<file path="src/rtl/core/b64dd_pkg.sv">
package b64dd_pkg;

  localparam int GROUP_COUNT_BITS_DEF = 14;
  localparam int QUEUE_DEPTH_DEF      = 2;
  localparam int CFG_DATA_BITS        = 16;
  localparam int SEXTET_BITS          = 6;
  localparam int GROUP_BITS           = 24;

  localparam logic CFG_ORDER    = 1'b0;
  localparam logic CFG_REQ_BITS = 1'b1;

  typedef struct packed {
    logic [7:0] byte0;
    logic [7:0] byte1;
    logic [7:0] byte2;
    logic       bad;
    logic       last;
  } grp_t;

  // bit 6 set: not in the alphabet
  function automatic logic [6:0] char_sextet(input logic [7:0] c);
    logic [6:0] r;
    r = 7'b1000000;
    if (c >= 8'h41 && c <= 8'h5a) begin
      r = {1'b0, 6'(c - 8'h41)};
    end else if (c >= 8'h61 && c <= 8'h7a) begin
      r = {1'b0, 6'(c - 8'h61 + 8'd26)};
    end else if (c >= 8'h30 && c <= 8'h39) begin
      r = {1'b0, 6'(c - 8'h30 + 8'd52)};
    end else if (c == 8'h2b) begin
      r = {1'b0, 6'd62};
    end else if (c == 8'h2d) begin
      r = {1'b0, 6'd63};
    end
    return r;
  endfunction

endpackage

</file>
<file path="src/rtl/core/b64dd_front.sv">
module b64dd_front import b64dd_pkg::*; #(
  parameter int GROUP_COUNT_BITS = GROUP_COUNT_BITS_DEF
) (
  input  logic                     clk,
  input  logic                     rst,
  input  logic [7:0]               char_code,
  input  logic                     final_char,
  input  logic                     char_valid,
  output logic                     char_stall,
  input  logic                     cfg_write,
  input  logic                     cfg_index,
  input  logic [CFG_DATA_BITS-1:0] cfg_data,
  input  logic                     q_full,
  output logic                     push,
  output grp_t                     push_grp
);

  localparam int CW = (GROUP_COUNT_BITS + 5 > 17) ? GROUP_COUNT_BITS + 5 : 17;

  logic                        big_endian_order;
  logic [CFG_DATA_BITS-1:0]    requested_bits;
  logic [17:0]                 acc;
  logic [1:0]                  held;
  logic [GROUP_COUNT_BITS-1:0] groups;
  logic                        grp_err;

  logic        accept;
  logic [6:0]  sx;
  logic        bad_now;
  logic [CW-1:0] bits_done;
  logic [CW-1:0] bits_after;
  logic [CW-1:0] req_ext;
  logic        limited;
  logic        limit_hit;
  logic        emit;
  logic [23:0] low_word;
  logic [23:0] big_word;
  logic [4:0]  shamt;

  assign char_stall = q_full;
  assign accept     = char_valid && !q_full;
  assign sx         = char_sextet(char_code);
  assign bad_now    = sx[6];

  // 24 * groups as 16g + 8g
  assign bits_done  = (CW'(groups) << 4) + (CW'(groups) << 3);
  assign bits_after = bits_done + CW'(GROUP_BITS);
  assign req_ext    = CW'(requested_bits);
  assign limited    = (requested_bits != '0);
  assign limit_hit  = limited && (req_ext <= bits_done);
  assign emit       = accept && !limit_hit && (final_char || held == 2'd3);

  assign shamt    = 5'(held) * 5'(SEXTET_BITS);
  assign low_word = {6'b0, acc} | ({18'b0, sx[5:0]} << shamt);
  assign big_word = {low_word[5:0], low_word[11:6], low_word[17:12], low_word[23:18]};

  always_comb begin
    push_grp.bad  = grp_err || bad_now;
    push_grp.last = final_char || (limited && (req_ext <= bits_after));
    if (big_endian_order) begin
      push_grp.byte0 = big_word[23:16];
      push_grp.byte1 = big_word[15:8];
      push_grp.byte2 = big_word[7:0];
    end else begin
      push_grp.byte0 = low_word[7:0];
      push_grp.byte1 = low_word[15:8];
      push_grp.byte2 = low_word[23:16];
    end
  end

  assign push = emit;

  always_ff @(posedge clk) begin
    if (rst) begin
      big_endian_order <= 1'b0;
      requested_bits   <= '0;
      acc              <= '0;
      held             <= '0;
      groups           <= '0;
      grp_err          <= 1'b0;
    end else begin
      if (cfg_write) begin
        case (cfg_index)
          CFG_ORDER:    big_endian_order <= cfg_data[0];
          CFG_REQ_BITS: requested_bits   <= cfg_data;
          default:      ;
        endcase
      end
      if (accept) begin
        if (limit_hit) begin
          if (final_char) begin
            acc     <= '0;
            held    <= '0;
            grp_err <= 1'b0;
            groups  <= '0;
          end
        end else if (emit) begin
          acc     <= '0;
          held    <= '0;
          grp_err <= 1'b0;
          if (final_char) begin
            groups <= '0;
          end else if (groups != '1) begin
            groups <= groups + 1'b1;
          end
        end else begin
          acc     <= low_word[17:0];
          held    <= held + 2'd1;
          grp_err <= grp_err || bad_now;
        end
      end
    end
  end

endmodule

</file>
<file path="src/rtl/core/b64dd_queue.sv">
module b64dd_queue import b64dd_pkg::*; #(
  parameter int DEPTH = QUEUE_DEPTH_DEF
) (
  input  logic clk,
  input  logic rst,
  input  logic push,
  input  grp_t push_grp,
  input  logic pop,
  output grp_t pop_grp,
  output logic full,
  output logic empty
);

  localparam int PW = (DEPTH > 1) ? $clog2(DEPTH) : 1;
  localparam int NW = $clog2(DEPTH + 1);

  grp_t          mem [DEPTH];
  logic [PW-1:0] wptr;
  logic [PW-1:0] rptr;
  logic [NW-1:0] count;
  logic          do_push;
  logic          do_pop;

  assign full    = (count == NW'(DEPTH));
  assign empty   = (count == '0);
  assign do_push = push && !full;
  assign do_pop  = pop && !empty;
  assign pop_grp = mem[rptr];

  always_ff @(posedge clk) begin
    if (do_push) begin
      mem[wptr] <= push_grp;
    end
  end

  always_ff @(posedge clk) begin
    if (rst) begin
      wptr  <= '0;
      rptr  <= '0;
      count <= '0;
    end else begin
      if (do_push) begin
        wptr <= (wptr == PW'(DEPTH - 1)) ? '0 : wptr + 1'b1;
      end
      if (do_pop) begin
        rptr <= (rptr == PW'(DEPTH - 1)) ? '0 : rptr + 1'b1;
      end
      if (do_push && !do_pop) begin
        count <= count + 1'b1;
      end else if (do_pop && !do_push) begin
        count <= count - 1'b1;
      end
    end
  end

endmodule

</file>
<file path="src/rtl/core/b64dd_back.sv">
module b64dd_back import b64dd_pkg::*; (
  input  logic       clk,
  input  logic       rst,
  input  logic       q_empty,
  input  grp_t       q_grp,
  output logic       pop,
  output logic [7:0] data_byte,
  output logic       bad_symbol,
  output logic       run_end,
  output logic       message_end,
  output logic       byte_valid,
  input  logic       byte_stall
);

  grp_t       cur;
  logic       busy;
  logic [1:0] idx;
  logic       done;

  assign done = busy && !byte_stall && (idx == 2'd2);
  assign pop  = !q_empty && (!busy || done);

  assign byte_valid  = busy;
  assign bad_symbol  = cur.bad;
  assign run_end     = (idx == 2'd2);
  assign message_end = (idx == 2'd2) && cur.last;

  always_comb begin
    case (idx)
      2'd0:    data_byte = cur.byte0;
      2'd1:    data_byte = cur.byte1;
      default: data_byte = cur.byte2;
    endcase
  end

  always_ff @(posedge clk) begin
    if (pop) begin
      cur <= q_grp;
    end
  end

  always_ff @(posedge clk) begin
    if (rst) begin
      busy <= 1'b0;
      idx  <= '0;
    end else begin
      if (pop) begin
        busy <= 1'b1;
        idx  <= '0;
      end else if (done) begin
        busy <= 1'b0;
        idx  <= '0;
      end else if (busy && !byte_stall) begin
        idx <= idx + 2'd1;
      end
    end
  end

endmodule

</file>
<file path="src/rtl/core/base64_dual_order_decoder_core.sv">
// channel   direction  handshake              payload
// char      in         char_valid/char_stall  char_code, final_char
// byte      out        byte_valid/byte_stall  data_byte, bad_symbol, run_end, message_end
// cfg       in         cfg_write              cfg_index, cfg_data
//
// One character a cycle while the group queue is not full; a group leaves as three bytes.
// A group that a character closes is written into the group queue, then loaded into the byte stage.
// Sustained rate is bounded by the byte port: three bytes per group, the next taken as the last leaves.
// Synchronous reset clears configuration, group state and the queue.
// char_stall follows the group queue being full; byte_stall holds the current byte.
module base64_dual_order_decoder_core import b64dd_pkg::*; #(
  parameter int GROUP_COUNT_BITS = GROUP_COUNT_BITS_DEF,
  parameter int QUEUE_DEPTH      = QUEUE_DEPTH_DEF
) (
  input  logic                     clk,
  input  logic                     rst,
  input  logic [7:0]               char_code,
  input  logic                     final_char,
  input  logic                     char_valid,
  output logic                     char_stall,
  output logic [7:0]               data_byte,
  output logic                     bad_symbol,
  output logic                     run_end,
  output logic                     message_end,
  output logic                     byte_valid,
  input  logic                     byte_stall,
  input  logic                     cfg_write,
  input  logic                     cfg_index,
  input  logic [CFG_DATA_BITS-1:0] cfg_data
);

  logic push;
  grp_t push_grp;
  logic q_full;
  logic q_empty;
  logic pop;
  grp_t pop_grp;

  b64dd_front #(
    .GROUP_COUNT_BITS(GROUP_COUNT_BITS)
  ) u_front (
    .clk        (clk),
    .rst        (rst),
    .char_code  (char_code),
    .final_char (final_char),
    .char_valid (char_valid),
    .char_stall (char_stall),
    .cfg_write  (cfg_write),
    .cfg_index  (cfg_index),
    .cfg_data   (cfg_data),
    .q_full     (q_full),
    .push       (push),
    .push_grp   (push_grp)
  );

  b64dd_queue #(
    .DEPTH(QUEUE_DEPTH)
  ) u_queue (
    .clk      (clk),
    .rst      (rst),
    .push     (push),
    .push_grp (push_grp),
    .pop      (pop),
    .pop_grp  (pop_grp),
    .full     (q_full),
    .empty    (q_empty)
  );

  b64dd_back u_back (
    .clk         (clk),
    .rst         (rst),
    .q_empty     (q_empty),
    .q_grp       (pop_grp),
    .pop         (pop),
    .data_byte   (data_byte),
    .bad_symbol  (bad_symbol),
    .run_end     (run_end),
    .message_end (message_end),
    .byte_valid  (byte_valid),
    .byte_stall  (byte_stall)
  );

endmodule

</file>
<file path="config.mk">
export PLATFORM = sky130hd
export DESIGN_NAME = base64_dual_order_decoder_core
export DESIGN_NICKNAME = d
export VERILOG_FILES = /design/src/rtl/core/b64dd_pkg.sv /design/src/rtl/core/b64dd_front.sv /design/src/rtl/core/b64dd_queue.sv /design/src/rtl/core/b64dd_back.sv /design/src/rtl/core/base64_dual_order_decoder_core.sv
export SDC_FILE = /design/constraint.sdc
export NUM_CORES = 1
export LEC_CHECK = 0
export BUFFER_PORTS_ARGS = -buffer_cell sky130_fd_sc_hd__buf_2
export CORE_MARGIN = 2
export CORE_UTILIZATION = 24
export DETAILED_ROUTE_END_ITERATION = 16
export SLEW_MARGIN = 0
export SYNTH_ARGS = -nofsm -noshare
export SYNTH_HDL_FRONTEND = slang
export SYNTH_SLANG_ARGS = --single-unit
</file>
<file path="constraint.sdc">
create_clock -name clk -period 5.54 [get_ports clk]
set_clock_uncertainty 0.2 [all_clocks]
set_input_delay 1.108 -clock clk [delete_from_list [all_inputs] [get_ports clk]]
set_output_delay 1.108 -clock clk [all_outputs]
set_load 0.01 [all_outputs]
</file>
* Yosys cells after proc, flatten, opt, wreduce, memory -nomap -nowiden
Memory sizes are Yosys's and may differ from the RTL's. A register that Yosys moved wholly into a read port is not among the register bits. Index checks and enable logic that the tools add are counted.
Cells by class: add/subtract/negate cells 14, $mul 1, divide/modulo/power cells 0, magnitude comparators 8, equality and inequality tests 9, shift operators 1, multiplexer cells 29, bitwise operators 2, reductions and logical operators 38
Operator list (count):
- $mux 14 | 5
- $mux 18 | 3
- $le 16x19->1 | 2
- $mux 7 | 5
- $mux 24 | 1
- $or 18x24->24 | 1
- $shl 6x5->24 | 1
- $add 18x17->19 | 1
- $add 19x5->19 const B | 1
- $eq 8x6->1 const B | 2
- $ge 8x7->1 const B | 2
- $le 8x7->1 const B | 2
- $logic_and 1x1->1 | 16
- $pmux 8 s2 | 1
- $reduce_bool 16->1 | 1
- $add 14x1->14 const B | 1
- $ne 14x14->1 const B | 1
- $sub 6x6->6 const B | 2
- $mux 2 | 5
- $mux 1 | 9
- $ge 8x6->1 const B | 1
- $le 8x6->1 const B | 1
- $logic_not 1->1 | 7
- $add 2x1->2 const B | 3
- 17 further kinds | 28
Word-level totals: bits in registers 59, bits in latches 0, memory bits (writable) 52, memory bits (read-only) 0, input bits 31, memories kept 1
Memory list:
- u_queue.mem | words 2, bits a word 26, read ports 1, clocked after memory_dff 1, write ports 1, line b64dd_queue.sv:17 | grp_t mem [DEPTH];

* Logic depth before layout (Yosys ltp)
Gate-level depths: netlist of run 1.
depth after elaboration 11, depth in mapped cells 22, mapped depth without buffers 21

* Hierarchy
Synthesis of run 1 repeated with hierarchy kept, for this count alone.
Second synthesis, totals: cells, all modules 869, area, all modules 8355.5 µm²
Modules (own cells, without submodules):
- b64dd_front | times used 1, cells each 689, area an instance 5158.7 µm², seq. area each 1041.0 µm²
- b64dd_queue | times used 1, cells each 106, area an instance 2092.0 µm², seq. area each 1661.6 µm²
- b64dd_back | times used 1, cells each 74, area an instance 1104.8 µm², seq. area each 840.8 µm²

* Worst setup path before layout of run 1
OpenSTA, ideal clock, no wires.
path kind register to register, from register u_front.groups[0], to memory u_queue.mem[0][0] in the netlist's numbering, enable pin, arrival 4.695 ns, setup slack 0.233 ns, cell stages (with the launch flop) 19, buffers on the path 1, period minus slack after synthesis 5.307 ns, path through dfxtp_1 -> ha_1 -> inv_1 -> fa_1 -> nand2b_1 -> a21o_1 -> nand2_1 -> xor2_1 -> inv_1 -> ha_1 -> nand4_1 -> a31o_2 -> a211oi_1 -> o2111ai_1 -> nand3_1 -> a31o_4 -> buf_2 -> o211a_1 -> nor2b_1
On the way: cells in the longest elaborated chain, start to end 9
Ends and longest elaborated chain:
- start: declaration | line b64dd_front.sv:24 | logic [GROUP_COUNT_BITS-1:0] groups;
- start signal: assignment | line b64dd_front.sv:104 | groups <= groups + 1'b1;
- $add 18x17->19 | line b64dd_front.sv:46 | assign bits_done = (CW'(groups) << 4) + (CW'(groups) << 3);
- $le 16x19->1 | line b64dd_front.sv:50 | assign limit_hit = limited && (req_ext <= bits_done);
- $logic_and 1x1->1 | line b64dd_front.sv:50
- $logic_not 1->1 | line b64dd_front.sv:51 | assign emit = accept && !limit_hit && (final_char || held == 2'd3);
- $logic_and 1x1->1 (2 in series) | line b64dd_front.sv:51
- $logic_and 1x1->1 | line b64dd_queue.sv:26 | assign do_push = push && !full;
- via u_queue.do_push | line b64dd_queue.sv:21 | logic do_push;
- $mux 1 | line b64dd_queue.sv:31 | if (do_push) begin
- $mux 1 (not written as such) | line b64dd_queue.sv:32 | mem[wptr] <= push_grp;
- end: declaration | line b64dd_queue.sv:17
The timed path passes the listed nets, and every way through them passes these cells.

* Worst setup path after layout of run 1
from register u_front.groups[0], to register u_queue.count[1]
On the way: cells in the longest elaborated chain, start to end 10, elaborated cells on any way between the ends 12, classes of those cells add/sub (1); order compare (1); mux (1); reduce/logical (9)
Ends and longest elaborated chain:
- $add 18x17->19 * | line b64dd_front.sv:46
- $le 16x19->1 * | line b64dd_front.sv:50
- $logic_and 1x1->1 * | line b64dd_front.sv:50
- $logic_not 1->1 * | line b64dd_front.sv:51
- $logic_and 1x1->1 * (2 in series) | line b64dd_front.sv:51
- $logic_and 1x1->1 * | line b64dd_queue.sv:26
- via u_queue.do_push | line b64dd_queue.sv:21
- $logic_not 1->1 | line b64dd_queue.sv:50 | end else if (do_pop && !do_push) begin
- $logic_and 1x1->1 | line b64dd_queue.sv:50
- $reduce_bool 2->1 (no source line)
- end signal: assignment | line b64dd_queue.sv:49 | count <= count + 1'b1;
- end signal: assignment | line b64dd_queue.sv:51 | count <= count - 1'b1;
- end: declaration | line b64dd_queue.sv:20 | logic [NW-1:0] count;
Mark *: on every way through the listed nets, which the timed path passes. The rest lies on a longest branch. A chain may end at the register's enable or synchronous reset.

==> metrics.cfg, run 1 <==
[route]
drt_wl_total_mm = 18.9
wl_met1_mm = 9.46
wl_per_cell_um = 14.2
dr.pass1.iters = 5
highest_layer = met5
wl_met2_mm = 8.33
drt.antenna.violating_nets = 0
vias_per_cell = 4.72
vias = 6291
drc = 0
drtIter0Drc = 441
wl_met3_um = 815

[finish]
layout-drive-gt1-share_pct = 15.0
layout_common_cells = nand2_1, edfxtp_1, nor2_1, a21oi_1, dfxtp_1
layout_commonest_cell = nand2_1
final_cells = 1333
syn2layout_area_growth_pct = 16.2
fin_area_sq_um = 9470
antenna_cells = 0
fin_nets = 960

[clocking]
cts_resized = 0
clkSinkCount = 137
cts-htree-levels = 4
numCtsBuffers = 17
cts_tree = built
clock_latency_ns = 0.43
path_clk_slew_ns = 0.06
post_cts_buffers = 0
cts_root_buf = clkbuf_16
cts_hold_buf = 0
clockBufferDepth = 2

[setup_path]
cp_max_fo = 16
cp_slowest_cell = dfxtp_1
cp_top_family = adder cells
reg2reg_to = u_queue.count[1]
crit_buf_inv = 2
r2r_cells = 19
r2r_setup_slack_ns = 0.64
cp_slowest_stage_delay_ns = 0.47
start_kind = flop
worstPathCellList = ha_1, inv_1, fa_1, nand2b_1, a211oi_1, o21ai_0, nand2_1, xor2_1, inv_1, ha_1, and2_1, nand3b_1, nor4_1, nand3_1, a31o_4, o211a_1, ha_1, or3_1, a21oi_1
endpoint_kind = flop
cp_data_arrival_time_ns = 5.04
crit_required_ns = 5.67
rr_startpoint = u_front.groups[0]
crit_top_cell = ha_1
crit_type = flop to flop

[placed_design]
dp.cells = 1301
dp_hpwl_mm = 13.9
gp_congestion = 0.840
postPlaceCellArea_sq_um = 8830
placement.io_buffers = 43

[grt]
antenna_found_initial = 3
grt_max_degree = 45
grt_pass1_vias = 6125
grt_pass1_wl_mm = 31.6
globalRouteOverflowTotal = 0
grt_usage_pct = 10.9

[pwr]
p_clk_share_pct = 36.4
p_comb_share_pct = 23.6
p_int_mw = 2.34
pwr_density_cell_nw_per_um2 = 356
leakagePower_nw = 3.60
worst_ir_drop_vdd_v = 0.000147
p_seq_share_pct = 40.0
swShare_pct = 30.7
p_sw_mw = 1.03
power.total_mw = 3.37

[synth]
yosysSeqAreaShare_pct = 43.2
ys_async_sr_fraction_pct = 0
avgSynthCellArea_sq_um = 9.74
yosysWarnings = 0
muxShareOfSynthArea_pct = 5.94
synth_top_family_by_area = compound AO/OA/AOI/OAI gates
yosys.area_share.xor_xnor_pct = 3.55
syn_area_sq_um = 8150
syn_inst = 837
synth.ff_latch_count = 137
synthAdderAreaFrac_pct = 8.84
syn_nets = 925
synth_simple_gate_area_share_pct = 16.8
synth.distinct_cells = 77
synth_ff_type = edfxtp_1
synth_edf_count = 78
synth_compound_area_share_pct = 18.1

[floorplanning]
fp.dieW_um = 188
die-area_sq_um = 35500
die_h_um = 188
initial_core_util_pct = 24.4
rows = 67
ios = 44
core-area_sq_um = 33400

[hold_path]
hp-class = flop to flop
hold_path_end = u_front.requested_bits[2]
whs_path_depth = 2
min_from = u_front.requested_bits[2]

[timing]
slew_viol_final = 0
finalCritPeriodShare_pct = 88.5
final-hold-violation-count = 0
setup_violations = 0
fin_tns_setup_ns = 0
fmax_ghz = 0.204
max_slew_margin_pct = 43.7
timing.hold.ws_ns = 0.256
rsz0062_at_grt = false
period_minus_slack_ns = 4.90
worst_slew_pin_slew_ns = 0.845

[job]
drv_cap = 0

[outcome]
status = finished, final reports clean

==> per-layer routing <==
layer | vias up | GRT usage (%)
met5 | - | 0
li1 | 3153 | -
met1 | 2998 | 14.9
met4 | 6 | 3.79
met3 | 23 | 2.42
met2 | 111 | 16.9
==> state kept, by name, summed over array words and instances, names as in the netlist, 2 cells and up <==
register	flops
u_back.cur	25
u_back.idx	2
u_front.acc	18
u_front.groups	14
u_front.held	2
u_front.requested_bits	16
u_queue.count	2
u_queue.mem	52
==> worst max path at each step <==
stage	from	endpoint	slack, ns	depth (start not counted)
2_1_floorplan	u_front.groups[0]	u_queue.mem[0][0]	0.23	18
3_3_place_gp	u_front.groups[0]	u_queue.count[1]	0.84	19
3_5_place_dp	u_front.groups[0]	u_queue.count[1]	0.72	19
4_1_cts	u_front.groups[0]	u_queue.count[1]	0.69	19
5_1_grt	u_front.groups[0]	u_queue.count[1]	0.27	19
6_report	u_front.groups[0]	u_queue.count[1]	0.64	19
==> stage by stage <==
stage	utilization [%]	setup slack (ns)
floorplan	-	0.233
global placement	26.4	0.840
detailed placement	26.4	0.722
CTS	28.3	0.693
global route	28.3	0.274
finish	28.3	0.639
==> cell usage after synthesis, types with 6 or more instances <==
cell / instances / area share, %
o21ai_0: 28 / 1.7
and3_1: 6 / 0.46
and2_1: 12 / 0.92
a21o_1: 10 / 0.92
ha_1: 56 / 8.6
nor3_1: 15 / 0.92
xnor2_1: 18 / 1.9
clkbuf_1: 22 / 1.0
nor2_1: 75 / 3.5
a31oi_1: 19 / 1.5
dfxtp_1: 59 / 14
nand4_1: 9 / 0.69
nor2b_1: 12 / 0.92
mux2i_1: 18 / 2.2
nand3_1: 22 / 1.4
a21oi_1: 68 / 4.2
buf_1: 6 / 0.28
a211oi_1: 8 / 0.74
xor2_1: 15 / 1.6
inv_1: 33 / 1.5
edfxtp_1: 78 / 29
mux2_2: 27 / 3.7
nand2b_1: 9 / 0.69
nand2_1: 82 / 3.8
a22oi_1: 9 / 0.83
or3_1: 9 / 0.69
o21a_1: 12 / 1.1
o211ai_1: 7 / 0.64
==> tightest hold or removal path, cell delays in order (launching register included) <==
cell,delay [ns]
dfxtp_1,0.31
nand2_1,0.05
a21oi_1,0.05
==> layout make-up <==
| cell class | count | area [sq um] |
|---|---|---|
| fillers | 3448 | 24000 |
| multi-input cells | 630 | 4340 |
| flip-flops and latches | 137 | 3520 |
| well taps | 448 | 561 |
| clock buffers | 17 | 425 |
| repair buffers | 52 | 283 |
| clock inverters | 15 | 211 |
| inverters | 34 | 128 |
==> logic make-up after synthesis <==
group / after synthesis
fa+ha+maj: 57
xor+xnor: 33
mux: 45
compound gates: 217
simple gates: 278
buf+inv: 70
flops: 137
==> power groups by stage <==
stage / registers, mW / clock network, mW / logic, mW
6_report: 1.35 / 1.23 / 0.793
5_1_grt: 1.36 / 1.29 / 0.889
4_1_cts: 1.35 / 1.25 / 0.802
3_5_place_dp: 1.37 / 0 / 0.798
3_3_place_gp: 1.36 / 0 / 0.785
2_1_floorplan: 1.35 / 0 / 0.582
Power figures use the tool's default switching activity.
==> run 2, diff against run 1 <==
--- a/config.mk
+++ b/config.mk
@@ -9,6 +9,7 @@
 export CORE_MARGIN = 2
 export CORE_UTILIZATION = 24
 export DETAILED_ROUTE_END_ITERATION = 16
+export MAX_ROUTING_LAYER = met4
 export SLEW_MARGIN = 0
 export SYNTH_ARGS = -nofsm -noshare
 export SYNTH_HDL_FRONTEND = slang
==> metrics.cfg, run 2 (same netlist as run 1, synthesis figures left out) <==
[pwr]
swShare_pct = 32.1
p_sw_mw = 1.04
leakagePower_nw = 3.57
pwr_density_cell_nw_per_um2 = 346
p_clk_share_pct = 34.4
worst_ir_drop_vdd_v = 0.000173
p_int_mw = 2.21
p_seq_share_pct = 42.0
p_comb_share_pct = 23.6

[grt]
grt_usage_pct = 11.0
grt_max_degree = 45
globalRouteOverflowTotal = 0
grt_pass1_wl_mm = 31.0
grt_pass1_vias = 5941
antenna_found_initial = 3

[timing]
finalCritPeriodShare_pct = 87.6
final-hold-violation-count = 0
fin_tns_setup_ns = 0
rsz0062_at_grt = false
setup_violations = 0
slew_viol_final = 0
fmax_ghz = 0.206
period_minus_slack_ns = 4.85
max_slew_margin_pct = 19.3
worst_slew_pin_slew_ns = 1.21

[placed_design]
placement.io_buffers = 43
gp_congestion = 0.820
dp_hpwl_mm = 13.9

[finish]
reg_top3 = u_queue.mem (52), u_back.cur (25), u_front.acc (18)
nFillCells = 3459
layout_commonest_cell = nand2_1
finish.utilization_pct = 28.1
top_register = u_queue.mem
fin_nets = 957
syn2layout_area_growth_pct = 15.3
layout_common_cells = nand2_1, edfxtp_1, nor2_1, a21oi_1, dfxtp_1
largest_reg_flops = 52
layout-drive-gt1-share_pct = 14.7

[hold_path]
hold_path_end = u_front.requested_bits[1]
whs_path_depth = 2
min_from = u_front.requested_bits[1]
hp-class = flop to flop

[route]
vias_per_cell = 4.69
drc = 0
drt_wl_total_mm = 18.8
drt.antenna.violating_nets = 0
wl_per_cell_um = 14.1
drtIter0Drc = 382
dr.pass1.iters = 5
vias = 6249

[setup_path]
crit_top_cell = ha_1
cp_slowest_cell = dfxtp_1
r2r_setup_slack_ns = 0.69
cp_slowest_stage_delay_ns = 0.48
endpoint_kind = flop
crit_buf_inv = 2
reg2reg_to = u_queue.count[1]
cp_max_fo = 16
worstPathCellList = ha_1, inv_1, fa_1, nand2b_1, a211oi_1, o21ai_0, nand2_1, xor2_1, inv_1, ha_1, and2_1, nand3b_1, nor4_1, nand3_1, a31o_4, o211a_1, ha_1, or3_1, a21oi_1
rr_startpoint = u_front.groups[0]
r2r_cells = 19
cp_data_arrival_time_ns = 4.99
start_kind = flop
crit_type = flop to flop
cp_top_family = adder cells
crit_required_ns = 5.68

[floorplanning]
initial_core_util_pct = 24.4
die-area_sq_um = 35500
fp.dieW_um = 188
rows = 67
ios = 44
core-area_sq_um = 33400
die_h_um = 188

[clocking]
clkSinkCount = 137
numCtsBuffers = 17
cts_resized = 0
clockBufferDepth = 2
post_cts_buffers = 0
cts_hold_buf = 0
cts_tree = built
cts_root_buf = clkbuf_16
clock_latency_ns = 0.42
path_clk_slew_ns = 0.06
cts-htree-levels = 4

[outcome]
status = finished, final reports clean

[job]
drv_cap = 0

==> run 2: cell count changes in the layout (fill, tap and decap cells not counted), sizes merged <==
cell,delta
diode,+3
bufinv,-3
clkinv,-1
inv,+4
buf,-3
clkbuf,+1
clkinvlp,-1
==> run 2: routing by layer <==
| layer | GRT usage [%] | vias up | routed length, um |
|---|---|---|---|
| li1 | - | 3150 | - |
| met1 | 14.8 | 2958 | 9560 |
| met2 | 16.6 | 122 | 8300 |
| met3 | 2.48 | 19 | 713 |
| met4 | 3.37 | 0 | 235 |
| met5 | - | - | 0 |
==> run 2: power by group through the flow <==
stage	Sequential, mW	Clock [mW]	Combinational [mW]
5_1_grt	1.38	1.20	0.866
6_report	1.37	1.12	0.768
3_3_place_gp	1.38	0	0.762
3_5_place_dp	1.39	0	0.773
4_1_cts	1.37	1.15	0.779
2_1_floorplan	1.35	0	0.582
==> run 2: tightest hold or removal path: stages, from the launching register on <==
cell and delay, ns:
dfxtp_1 0.31, nand2_1 0.05, a21oi_1 0.05
==> run 2: through the flow <==
step                power, mW  cell area (sq um)  instances  hold slack (ns)  worst slack, ns
global route             3.44               9400       1333            0.283            0.188
finish                   3.25               9400       1333            0.253            0.688
detailed placement       2.16               8810       1298            0.249            0.729
floorplan                1.93               8150        837            0.231            0.233
global placement         2.15               8810       1298            0.238            0.840
CTS                      3.29               9390       1330            0.259            0.692
==> run 2: worst max path at each step <==
stage,slack (ns),cells past startpoint,startpoint,endpoint
floorplan,0.23,18,u_front.groups[0],u_queue.mem[0][0]
global placement,0.84,18,u_front.groups[0],u_queue.mem[0][12]
detailed placement,0.73,18,u_front.groups[0],u_queue.mem[0][22]
CTS,0.69,18,u_front.groups[0],u_queue.mem[0][17]
global route,0.19,19,u_front.groups[0],u_queue.count[1]
finish,0.69,19,u_front.groups[0],u_queue.count[1]
==> run 2: layout make-up <==
cell class,instances,area [sq um],area share (%)
clock inverters,14,151,1.61
well taps,448,561,5.96
diodes,3,7.51,0.0799
flip-flops and latches,137,3520,37.5
repair buffers,49,260,2.77
inverters,34,128,1.36
clock buffers,18,429,4.57
multi-input cells,630,4340,46.2
==> run 3, diff against run 2 <==
--- a/config.mk
+++ b/config.mk
@@ -7,9 +7,11 @@
 export LEC_CHECK = 0
 export BUFFER_PORTS_ARGS = -buffer_cell sky130_fd_sc_hd__buf_2
 export CORE_MARGIN = 2
-export CORE_UTILIZATION = 24
+export CORE_UTILIZATION = 56
 export DETAILED_ROUTE_END_ITERATION = 16
 export MAX_ROUTING_LAYER = met4
+export PLACE_DENSITY = 0.77
+export REMOVE_ABC_BUFFERS = 1
 export SLEW_MARGIN = 0
 export SYNTH_ARGS = -nofsm -noshare
 export SYNTH_HDL_FRONTEND = slang
==> metrics.cfg, run 3 (same netlist as run 1, synthesis figures left out) <==
[finish]
reg_top3 = u_queue.mem (52), u_back.cur (25), u_front.acc (18)
multi_input_area_sq_um = 4340
layout_common_cells = nand2_1, edfxtp_1, nor2_1, a21oi_1, dfxtp_1
antenna_cells = 0
top_register = u_queue.mem
seq_area_sq_um = 3520
fin_nets = 957
layout_commonest_cell = nand2_1
nFillCells = 1138
layout-drive-gt1-share_pct = 14.9
largest_reg_flops = 52
fin_area_sq_um = 9140
syn2layout_area_growth_pct = 12.2

[timing]
fmax_ghz = 0.201
slew_viol_final = 0
setup_violations = 0
period_minus_slack_ns = 4.96
fin_tns_setup_ns = 0
worst_slew_pin_slew_ns = 1.21
max_slew_margin_pct = 19.4
rsz0062_at_grt = false
final-hold-violation-count = 0
finalCritPeriodShare_pct = 89.6

[clocking]
clock_latency_ns = 0.43
cts_resized = 0
cts_tree = built
post_cts_buffers = 0
clkSinkCount = 137
cts-htree-levels = 4
cts_root_buf = clkbuf_16
path_clk_slew_ns = 0.06
cts_hold_buf = 0
clockBufferDepth = 2
numCtsBuffers = 17

[route]
drt_wl_total_mm = 17.4
drtIter0Drc = 457
drt.antenna.violating_nets = 0
vias = 6269
dr.pass1.iters = 4
vias_per_cell = 5.88
drc = 0
wl_per_cell_um = 16.3

[setup_path]
worstPathCellList = ha_1, inv_1, fa_1, nand2b_1, a21o_1, nand2_1, xor2_1, inv_1, ha_1, nand4_1, a31o_2, a211oi_1, o2111ai_1, nand3_1, a31o_4, o211a_1, ha_1, or3_1, a21oi_1
start_kind = flop
cp_data_arrival_time_ns = 5.10
cp_slowest_cell = dfxtp_1
crit_top_cell = ha_1
cp_slowest_stage_delay_ns = 0.49
cp_max_fo = 16
crit_required_ns = 5.68
endpoint_kind = flop
crit_type = flop to flop

[placed_design]
postPlaceCellArea_sq_um = 8480
placement.io_buffers = 43
gp_congestion = 0.914
dp_hpwl_mm = 12.3

[floorplanning]
fp.dieW_um = 125
core-area_sq_um = 14400
rows = 44
initial_core_util_pct = 56.7
die_h_um = 125
die-area_sq_um = 15500
ios = 44

[job]
drv_cap = 0

[hold_path]
hp-class = flop to flop

[pwr]
leakagePower_nw = 3.60
pwr_density_cell_nw_per_um2 = 371
worst_ir_drop_vdd_v = 0.000208

[grt]
grt_usage_pct = 23.9
grt_pass1_vias = 5961
grt_max_degree = 45
grt_pass1_wl_mm = 29.6
globalRouteOverflowTotal = 0
antenna_found_initial = 0

[outcome]
status = finished, final reports clean

## run 3: cell type report
class,count,area share [%]
multi-input combinational,630,47.5
sequential,137,38.5
clock buffer,17,4.65
timing repair buffer,49,2.85
clock inverter,15,2.59
tap,184,2.52
inverter,34,1.40
## run 3: metal layers
metal | GRT usage [%] | routed length [um] | up-vias | share of wire [%]
li1 | - | - | 3145 | -
met1 | 33.0 | 8590 | 2976 | 49
met2 | 36.1 | 8030 | 131 | 46
met3 | 5.41 | 624 | 17 | 3.6
met4 | 6.01 | 144 | 0 | 0.83
met5 | - | 0 | - | 0
## run 3: where the power goes
group / internal (mW) / switching [mW]
Clock: 0.809 / 0.453
Sequential: 1.28 / 0.0894
Combinational: 0.286 / 0.470
## run 3: metrics by stage
stage / total power [mW] / hold WS, ns / setup WS (ns) / cells / util [%]
after global routing: 3.57 / 0.276 / 0.259 / 1066 / 63.6
after global placement: 2.11 / 0.242 / 0.869 / 1034 / 59.0
after detailed placement: 2.14 / 0.245 / 0.660 / 1034 / 59.0
after CTS: 3.41 / 0.253 / 0.594 / 1066 / 63.6
after floorplan: 1.90 / 0.225 / 0.355 / 801 / -
final: 3.39 / 0.252 / 0.577 / 1066 / 63.6
## run 3: worst max-delay path, delay by kind of cell, from the launching register on
family	cells	cell delay [ns]
simple gates	5	0.92
xor+xnor	1	0.18
fa+ha+maj	4	1.30
compound gates	7	1.62
flops	1	0.49
buf+inv	2	0.16
## run 3: final timing paths
path / from / endpoint / slack, ns / depth (start not counted)
worst max register to register: u_front.groups[0] / u_queue.count[1] / 0.58 / 19
worst min register to register: u_front.requested_bits[0] / u_front.requested_bits[0] / 0.25 / 2
worst max-delay path: u_front.groups[0] / u_queue.count[1] / 0.58 / 19
worst min-delay path: u_front.requested_bits[0] / u_front.requested_bits[0] / 0.25 / 2
